<file path="src/hdl/cbcr_ram.sv">
// ---------------------------------------------------------------------------
// cbcr_ram
// single port generic ram with registered read
// ---------------------------------------------------------------------------
module cbcr_ram #(
  parameter int WIDTH = 8,
  parameter int DEPTH = 16
) (
  input  logic                     clk_i,
  input  logic                     we_i,
  input  logic [$clog2(DEPTH)-1:0] addr_i,
  input  logic [WIDTH-1:0]         wdata_i,
  output logic [WIDTH-1:0]         rdata_o
);

  logic [WIDTH-1:0] mem_q [DEPTH];

  always_ff @(posedge clk_i) begin
    if (we_i) begin
      mem_q[addr_i] <= wdata_i;
    end
    rdata_o <= mem_q[addr_i];
  end

endmodule

</file>
<file path="config.mk">
export PLATFORM = sky130hd
export DESIGN_NAME = cbcr_ram
export DESIGN_NICKNAME = d
export VERILOG_FILES = /design/src/hdl/cbcr_ram.sv
export SDC_FILE = /design/constraint.sdc
export NUM_CORES = 1
export LEC_CHECK = 0
export ABC_AREA = 0
export CAP_MARGIN = 20
export CORE_MARGIN = 5
export CORE_UTILIZATION = 56
export CTS_CLUSTER_DIAMETER = 60
export CTS_CLUSTER_SIZE = 28
export DETAILED_ROUTE_END_ITERATION = 8
export DONT_BUFFER_PORTS = 1
export PLACE_DENSITY_LB_ADDON = 0.05
export SYNTH_ARGS = -nofsm -noshare
export SYNTH_HDL_FRONTEND = slang
export SYNTH_SLANG_ARGS = --single-unit
</file>
<file path="constraint.sdc">
create_clock -name clk_i -period 2.1 [get_ports clk_i]
set_input_delay 0.63 -clock clk_i [delete_from_list [all_inputs] [get_ports clk_i]]
set_output_delay 0.63 -clock clk_i [all_outputs]
set_load 0.01 [all_outputs]
</file>
Word-level counts from Yosys, hierarchy flattened
Memories as Yosys holds them, arrays and structs flattened. A register that Yosys moved wholly into a read port is not among the register bits.
Index checks and enable logic that the tools add are counted.
Word-level totals
  register bits after elaboration: 0
  latch bits: 0
  memory bits (writable): 128
  memory bits (read-only): 0
  input port bits: 14
  output and inout bits: 8
  word-level logic and storage cells: 3
  memories kept: 1
Memories
  mem_q: words 16, bits a word 8, read ports 1, clocked after memory_dff 1, wr ports 1, RTL line 16  | logic [WIDTH-1:0] mem_q [DEPTH];
Cells by class
  $add $sub $neg: 0
  multiply operators: 0
  divide/modulo/power cells: 0
  $lt $le $gt $ge: 0
  eq/ne operators: 0
  shift operators: 0
  multiplexer cells: 2
  bitwise operators: 0
  reductions and logical operators: 0
Operators with widths (count)
  1-bit two-way mux: 2

Depth between registers and ports, before layout
Gate-level depths: netlist (run 1).
  depth after elaboration: 2
  mapped depth: 5
  depth with buffers taken out: 3

Worst setup path after synthesis (run 1)
OpenSTA, ideal clock, no wires.
  kind: in2reg
  start: in addr_i[2]
  end: mem mem_q[0][0], enable pin
  setup time: 0.383 ns
  data arrival time: 1.740 ns
  data required time: 1.717 ns
  setup slack: -0.023 ns
  stages on the path: 2
  buffers on the path: 0
  path through: or3b_2 -> nor3_1
RTL lines
  start: declaration: RTL line 11  | input logic [$clog2(DEPTH)-1:0] addr_i,
  end: declaration: RTL line 16
Straight into the memory's write port.

Worst setup path after layout (run 1)
  start: reg rdata_o[3], read port of mem_q
  end: out rdata_o[3]
RTL lines
  start: declaration: RTL line 13  | output logic [WIDTH-1:0] rdata_o
No word-level cell between the ends.

==> reports/qor.csv, run 1 <==
metric;value;unit
tightest_slew;0.4485;ns
first_global_vias;2534;
setup-tns-final;0;ns
final-instance-count-excl-fill;383;
port_buffers;0;
wl_met3;708;um
worstPathMaxFanout;1;
antenna_found_initial;0;
synth_area;5067;sq um
seq_area_frac_synth;79.01;%
synth.net_count;244;
drt-pass1-iter-count;4;
worstPathArrival;0.92;ns
die_h;105.1;um
final.setup_skew;0.005463;ns
worst_ir_drop_vdd;0.0005551;V
routedWlPerCell;25.08;um
cts_sinks;136;
n_antenna_cell;0;
cts_tree;done;
clock_path_buffers;2;
worstHoldStart;wdata_i[2];
hold_path.class;primary input to register;
postRouteAntennaNets;0;
synth_cell_types;18;
ys_warn_count;0;
drc_errors;0;
switching_power;1.130;mW
synth.area.top_cells;edfxtp_1 76%, mux4_2 14%, dfxtp_1 3.2%;
cts-hold-fix-buffers;0;
synth_top_cell_area_share;75.85;%
gp_congestion;0.8541;
max_slew_margin;70.10;%
holdPathEnd;mem_q[6][2]$_DFFE_PP_;
r2r-end;rdata_o[5]$_DFF_P_;
rsz0062_at_grt;no;
die-area;11050;sq um
htree_num_levels;4;
ios;22;
synth_seq_cells;136;
dp_slack;0.2895;ns
cp_data_required_time;1.47;ns
n_fill_cell;549;
end_kind;output pin;
nNetsFinal;276;
drv_slew;0;
core-area;8763;sq um
p_clk_share;48.4;%
wl_met2;4.965;mm
area_growth;17.53;%
place_inst;351;
drt-initial-drc-count;182;
gr-total-overflow;0;
r2r.worst_path.cells;3;
grt.total_usage;18.57;%
num_rows;34;
synth_cells;230;
grt_first_pass_wirelength;14.77;mm
p_int;5.159;mW
cts_setup_buffers;0;
maxCapViolCount;0;
final.setup.worst_slack;0.5540;ns
power_frac_seq;48.8;%
top_layer;met4;
crit_path_start_kind;register;
critPathKind;register to output pin;
power_density;1056;nW/um^2
p_sw_share;17.97;%
clock.fmax;0.6468;GHz
dp_hpwl;6.145;mm
p_comb_share;2.8;%
cts_resized;0;
reg2reg_setup_slack;0.73;ns
hold_violations;0;
routed_wl;9.606;mm
drive_gt1_share;32.00;%
grt_start_max_net_pins;40;
cts_buffers;17;
min_period;1.546;ns
status;completed;
initial_utilization;57.82;%
cts_root_buffer;clkbuf_8;
insertion_delay;0.50;ns
synth_area_leader_cell;edfxtp_1;
avgSynthCellArea;22.03;sq um
whs;0.2214;ns
drt-met1-wl;3.882;mm
finalSetupViolations;0;
clk_pin_slew;0.06;ns
chipWidth;105.1;um
via_count;2344;
r2r-start;mem_q[2][5]$_DFFE_PP_;
finalCritPeriodShare;73.62;%
power_leakage;1.961;nW
via_per_inst;6.120;
hold_depth;0;
how the worst max path moves through the flow:
stage / end / slack [ns] / depth (start not counted) / from
floorplan: mem_q[12][0]$_DFFE_PP_ / 0.03 / 3 / addr_i[1]
global placement: mem_q[3][1]$_DFFE_PP_ / 0.36 / 3 / addr_i[2]
detailed placement: mem_q[2][3]$_DFFE_PP_ / 0.29 / 3 / addr_i[2]
CTS: rdata_o[3] / 0.52 / 0 / rdata_o[3]$_DFF_P_
global route: rdata_o[3] / 0.51 / 0 / rdata_o[3]$_DFF_P_
finish: rdata_o[3] / 0.55 / 0 / rdata_o[3]$_DFF_P_
stage by stage:
step | utilization (%) | total power [mW] | area, sq um
floorplan | - | 3.270 | 5072
global placement | 60.79 | 3.291 | 5328
detailed placement | 60.79 | 3.299 | 5328
CTS | 67.96 | 6.332 | 5956
global route | 67.96 | 6.497 | 5956
finish | 67.96 | 6.289 | 5956
flip-flops by register name, indices dropped and copies added, names as in the netlist:
signal / flops
rdata_o: 8
mem_q: 128
cells in the mapped netlist, drive strengths merged:
| master | count |
|---|---|
| and2 | 1 |
| nand3b | 2 |
| nor3 | 4 |
| nor2b | 2 |
| mux4 | 32 |
| buf | 8 |
| edfxtp | 128 |
| dfxtp | 8 |
| nand3 | 1 |
| nor2 | 13 |
| clkbuf | 3 |
| nand2b | 2 |
| a22oi | 16 |
| or3b | 1 |
| nand2 | 9 |
worst reg2reg max path: stages (launching register included):
cell	delay [ns]
edfxtp_1	0.40
mux4_2	0.48
a22oi_1	0.30
nand2_1	0.08
power by group through the flow:
stage	registers [mW]	clock network, mW	logic [mW]
floorplan	3.11	0	0.157
global placement	3.12	0	0.171
detailed placement	3.13	0	0.174
CTS	3.07	3.09	0.175
global route	3.07	3.24	0.185
finish	3.07	3.05	0.174
metal layers:
layer	global-route usage [%]	vias up
li1	-	1027
met1	24.98	1222
met2	29.77	89
met3	5.549	6
met4	5.479	0
met5	0	-
cell families after synthesis:
logic type      count (synthesis)  share of synthesized area [%]
simple gates                   35                          3.210
flops                         136                          79.01
buf+inv                        11                          1.185
compound gates                 16                          2.370
mux                            32                          14.22
layout by cell type (no fill, tap or decap), drive strengths merged:
cell,instances
and2,1
clkinvlp,3
nor2b,2
inv,1
mux4,32
nand3,1
nand2b,2
nand2,9
edfxtp,128
clkinv,3
nor3,4
nand3b,2
nor2,13
a22oi,16
or3b,1
bufinv,4
clkbuf,21
dfxtp,8
buf,24
final cells by class:
type                    count  area [sq um]  share of cell area (%)
clock inverters            11         168.9                   2.836
repair buffers             24         180.2                   3.025
flip-flops and latches    136          4004                   67.23
well taps                 108         135.1                   2.269
clock buffers              21         459.2                   7.710
multi-input cells          83          1008                   16.93
(Power assumes the default switching activity.)
==> run 2: changes to the inputs <==
clock period = 1.3 ns   (was 2.1 ns; I/O delays follow)
==> reports/qor.csv, run 2 (synthesis gave the netlist of run 1 again) <==
metric;value;unit;change
largest_reg_flops;128;;unchanged
slowest_stage;mux4_2;;
postRouteAntennaNets;0;;unchanged
largestRegisters;mem_q: 128 flops, rdata_o: 8 flops;;
grt_start_max_net_pins;40;;unchanged
power_density;1597;nW/um^2;+51%
dp_hpwl;6.248;mm;+1.7%
finalCritPeriodShare;102.3;%;
power_leakage;1.968;nW;+0.38%
die-area;11050;sq um;unchanged
drive_gt1_share;40.29;%;+8.3 points
cts_setup_buffers;0;;unchanged
max_slew_margin;31.30;%;-39 points
via_count;2377;;+1.4%
finalInstanceArea;6180;sq um;+3.8%
clock_path_buffers;2;;unchanged
drv_slew;0;;unchanged
nNetsFinal;279;;+1.1%
gp_congestion;0.7601;;-11%
routed_wl;9.701;mm;+0.99%
rsz0062_at_grt;yes;;
most-common-layout-cells;128 x edfxtp_1, 32 x mux4_2, 16 x clkbuf_16, 15 x buf_4, 12 x nor2_4;;
violations;negative setup slack;;
chipWidth;105.1;um;unchanged
crit_path_start_kind;register;;
num_rows;34;;unchanged
end_kind;register;;
min_period;1.330;ns;
cp_data_required_time;1.69;ns;+0.22 ns
clock.fmax;0.7521;GHz;
insertion_delay;0.51;ns;about the same
cts_sinks;136;;unchanged
area_growth;21.95;%;
gr-total-overflow;0;;unchanged
critPathKind;register to register;;
drt-initial-drc-count;155;;-15%
worstPathMaxFanout;1;;unchanged
htree_num_levels;4;;unchanged
routedWlPerCell;25.13;um;+0.20%
final.setup_skew;0.006347;ns;+0.0008842 ns
drt-pass1-iter-count;4;;unchanged
first_global_vias;2573;;+1.5%
grt.total_usage;19.06;%;+0.49 points
final_common_cell;edfxtp_1;;
antenna_found_initial;1;;+1
finalSetupViolations;2;;+2
maxCapViolCount;0;;unchanged
port_buffers;0;;unchanged
cts_tree;done;;
core-area;8763;sq um;unchanged
cpLargestDelayFamily;multiplexers;;
ios;22;;unchanged
path_buf_inv;0;;
n_antenna_cell;0;;unchanged
status;finished, violations left;;
tightest_slew;1.028;ns;+0.5799 ns
path_cells;mux4_2, a22oi_2, nand2_1;;
dpl_cell_area;5495;sq um;+3.1%
cts_root_buffer;clkbuf_8;;
grt_first_pass_wirelength;15.08;mm;+2.1%
worstPathArrival;1.72;ns;+0.80 ns
clk_pin_slew;0.06;ns;about the same
final.setup.worst_slack;-0.02957;ns;-0.5835 ns
setup-tns-final;-0.03160;ns;-0.03160 ns
drc_errors;0;;unchanged
via_per_inst;6.158;;+0.62%
die_h;105.1;um;unchanged
cts_buffers;17;;unchanged
hold_path.class;primary input to register;;
top_register;mem_q;;
hold_violations;0;;unchanged
worst_ir_drop_vdd;0.001095;V;+97%
crit_path_max_incr_delay;0.50;ns;
initial_utilization;57.82;%;unchanged
==> run 2: worst min-delay path, delay by kind of cell <==
family	cells	cell delay, ns
muxes	1	0.16
and+or+nand+nor	1	0.06
AOI/OAI and AO/OA	1	0.05
==> run 2: power by group <==
part,switching [mW],internal (mW),leakage (nW)
Combinational,0.210,0.195,0.488
Sequential,0.0472,4.91,1.22
Clock,1.78,2.73,0.256
Total,2.03,7.83,1.97
==> run 2: per-layer routing <==
layer / GRT usage, % / vias up / routed length, um
li1: - / 1036 / -
met1: 24.22 / 1244 / 3778
met2: 31.74 / 81 / 5158
met3: 5.055 / 14 / 612
met4: 7.123 / 2 / 141
met5: 0 / - / 10
==> run 2: area by class of cell <==
class / instances / area (sq um)
fillers: 522 / 2584
flip-flops and latches: 136 / 4006
well taps: 108 / 135.1
repair buffers: 27 / 272.8
clock inverters: 14 / 148.9
multi-input cells: 83 / 1199
clock buffers: 18 / 417.9
==> run 2: metrics by stage <==
stage	hold WS [ns]	util, %	total power [mW]	cells	worst slack [ns]
floorplan	0.4889	-	5.342	230	-0.2237
global placement	0.4899	62.71	5.346	346	-0.2029
detailed placement	0.4899	62.71	5.357	346	-0.2284
CTS	0.1658	70.39	9.897	386	0.0007017
global route	0.1739	70.52	10.16	386	-0.06013
finish	0.1978	70.52	9.868	386	-0.02957
==> run 2: what timing repair did <==
item | in CTS | in global routing
setup endpoints to repair | 6 | 9
cloned | 0 | 0
hold endpoints to repair | 128 | 0
pin swaps | 4 | 4
hold buffers | 8 | 0
gates resized for setup | 6 | 3
==> run 2: worst paths after layout <==
| path | start | slack [ns] | depth (start not counted) | to |
|---|---|---|---|---|
| max | mem_q[3][1]$_DFFE_PP_ | -0.03 | 3 | rdata_o[1]$_DFF_P_ |
| min | addr_i[1] | 0.20 | 3 | rdata_o[1]$_DFF_P_ |
| max reg2reg | mem_q[3][1]$_DFFE_PP_ | -0.03 | 3 | rdata_o[1]$_DFF_P_ |
| min reg2reg | mem_q[12][1]$_DFFE_PP_ | 0.67 | 3 | rdata_o[1]$_DFF_P_ |
==> run 3: changes to the inputs <==
SKIP_LAST_GASP = 1   (was unset)
clock period = 1.6 ns   (was 1.3 ns; I/O delays follow)
==> reports/qor.csv, run 3 (synthesis gave the netlist of run 1 again) <==
metric;value;unit;change
clock_path_buffers;2;;unchanged
dp_hpwl;6.046;mm;-3.2%
drive_gt1_share;35.52;%;-4.8 points
largestRegisters;mem_q: 128 flops, rdata_o: 8 flops;;
gr-total-overflow;0;;unchanged
port_buffers;0;;unchanged
final.setup_skew;0.01598;ns;+0.009628 ns
via_count;2284;;-3.9%
cts_root_buffer;clkbuf_8;;
hold_violations;0;;unchanged
n_fill_cell;539;;+3.3%
cts_sinks;136;;unchanged
r2r.worst_path.cells;3;;unchanged
grt_start_max_net_pins;40;;unchanged
worst_ir_drop_vdd;0.0008334;V;-24%
cp_data_required_time;1.98;ns;+0.29 ns
via_per_inst;6.223;;+1.1%
grt.total_usage;19.26;%;+0.20 points
largest_reg_flops;128;;unchanged
hold_depth;0;;-3
insertion_delay;0.51;ns;about the same
register_area;4004;sq um;about the same
num_rows;34;;unchanged
power_density;1391;nW/um^2;-13%
multi_input_area;1130;sq um;-5.7%
worstPathMaxFanout;1;;unchanged
worstPathArrival;1.79;ns;+0.07 ns
initial_utilization;57.82;%;unchanged
cts-hold-fix-buffers;0;;-8
holdPathEnd;mem_q[6][6]$_DFFE_PP_;;
cts_tree;done;;
grt_first_pass_wirelength;15.25;mm;+1.1%
max_slew_margin;48.16;%;+17 points
cts_resized;0;;-6
n_antenna_cell;0;;unchanged
chipWidth;105.1;um;unchanged
routedWlPerCell;26.32;um;+4.7%
r2r-end;rdata_o[7]$_DFF_P_;;
hold_path.class;primary input to register;;
drc_errors;0;;unchanged
maxCapViolCount;0;;unchanged
antenna_found_initial;0;;-1
routed_wl;9.661;mm;-0.41%
drt-initial-drc-count;214;;+38%
finalSetupViolations;0;;-2
die-area;11050;sq um;unchanged
setup-tns-final;0;ns;+0.03160 ns
min_period;1.409;ns;+0.07908 ns
core-area;8763;sq um;unchanged
r2r-start;mem_q[2][7]$_DFFE_PP_;;
most-common-layout-cells;128 x edfxtp_1, 32 x mux4_2, 16 x a22oi_1, 16 x clkbuf_16, 12 x nor2_4;;
clk_pin_slew;0.06;ns;about the same
top_register;mem_q;;
worstHoldStart;wdata_i[6];;
drv_slew;0;;unchanged
die_h;105.1;um;unchanged
nNetsFinal;260;;-6.8%
status;completed;;
final_common_cell;edfxtp_1;;
finalCritPeriodShare;88.04;%;-14 points
clock.fmax;0.7099;GHz;-5.6%
crit_path_start_kind;register;;
drt-pass1-iter-count;4;;unchanged
reg2reg_setup_slack;0.19;ns;+0.22 ns
cts_setup_buffers;0;;unchanged
cts_buffers;17;;unchanged
gp_congestion;0.7898;;+3.9%
postRouteAntennaNets;0;;unchanged
ios;22;;unchanged
first_global_vias;2500;;-2.8%
htree_num_levels;4;;unchanged
tightest_slew;0.7761;ns;-0.2523 ns
area_growth;17.51;%;
end_kind;register;;
power;8.283;mW;-16%
rsz0062_at_grt;no;;
dpl_cell_area;5329;sq um;-3.0%
critPathKind;register to register;;
finalInstanceArea;5954;sq um;-3.6%
power_leakage;1.885;nW;-4.2%
==> run 3: worst max path at each step <==
stage,start,depth (start not counted),endpoint
after floorplan,addr_i[1],3,mem_q[8][0]$_DFFE_PP_
after global placement,addr_i[2],3,mem_q[0][5]$_DFFE_PP_
after detailed placement,addr_i[2],3,mem_q[0][4]$_DFFE_PP_
after CTS,rdata_o[3]$_DFF_P_,0,rdata_o[3]
after global routing,mem_q[2][7]$_DFFE_PP_,3,rdata_o[7]$_DFF_P_
final,mem_q[2][7]$_DFFE_PP_,3,rdata_o[7]$_DFF_P_
==> run 3: area by class of cell <==
cell class	count	share of cell area [%]
sequential	136	67.24
timing repair buffer	8	1.009
clock buffer	18	7.186
clock inverter	14	3.320
multi-input combinational	83	18.97
tap	108	2.269
==> run 3: critical path: stages (launching register included) <==
cell,delay [ns]
edfxtp_1,0.37
mux4_2,0.48
a22oi_1,0.33
nand2_1,0.10
==> run 3: layer usage <==
| layer | up-vias | GRT usage, % | wire length (um) | part of all wire, % |
|---|---|---|---|---|
| met4 | 0 | 6.575 | 104 | 1.1 |
| met5 | - | 0 | 0 | 0 |
| li1 | 999 | - | - | - |
| met2 | 90 | 30.80 | 4975 | 51 |
| met1 | 1183 | 25.98 | 3771 | 39 |
| met3 | 12 | 5.117 | 809 | 8.4 |
==> run 3: metrics by stage <==
stage,instances,utilization (%),hold slack [ns],setup WS [ns]
floorplan,230,-,0.5789,-0.03216
global placement,335,60.81,0.5801,0.0003335
detailed placement,335,60.81,0.5800,-0.007068
CTS,367,67.95,0.04454,0.1981
global route,367,67.95,0.03868,0.1296
finish,367,67.95,0.06066,0.1914
==> run 3: report_power, final <==
part           total (mW)  internal (mW)  switching, mW  leakage [nW]
Clock                4.02           2.58           1.43         0.302
Combinational       0.240          0.127          0.112         0.360
Sequential           4.03           3.99         0.0399          1.22
Total                8.28           6.70           1.59          1.89
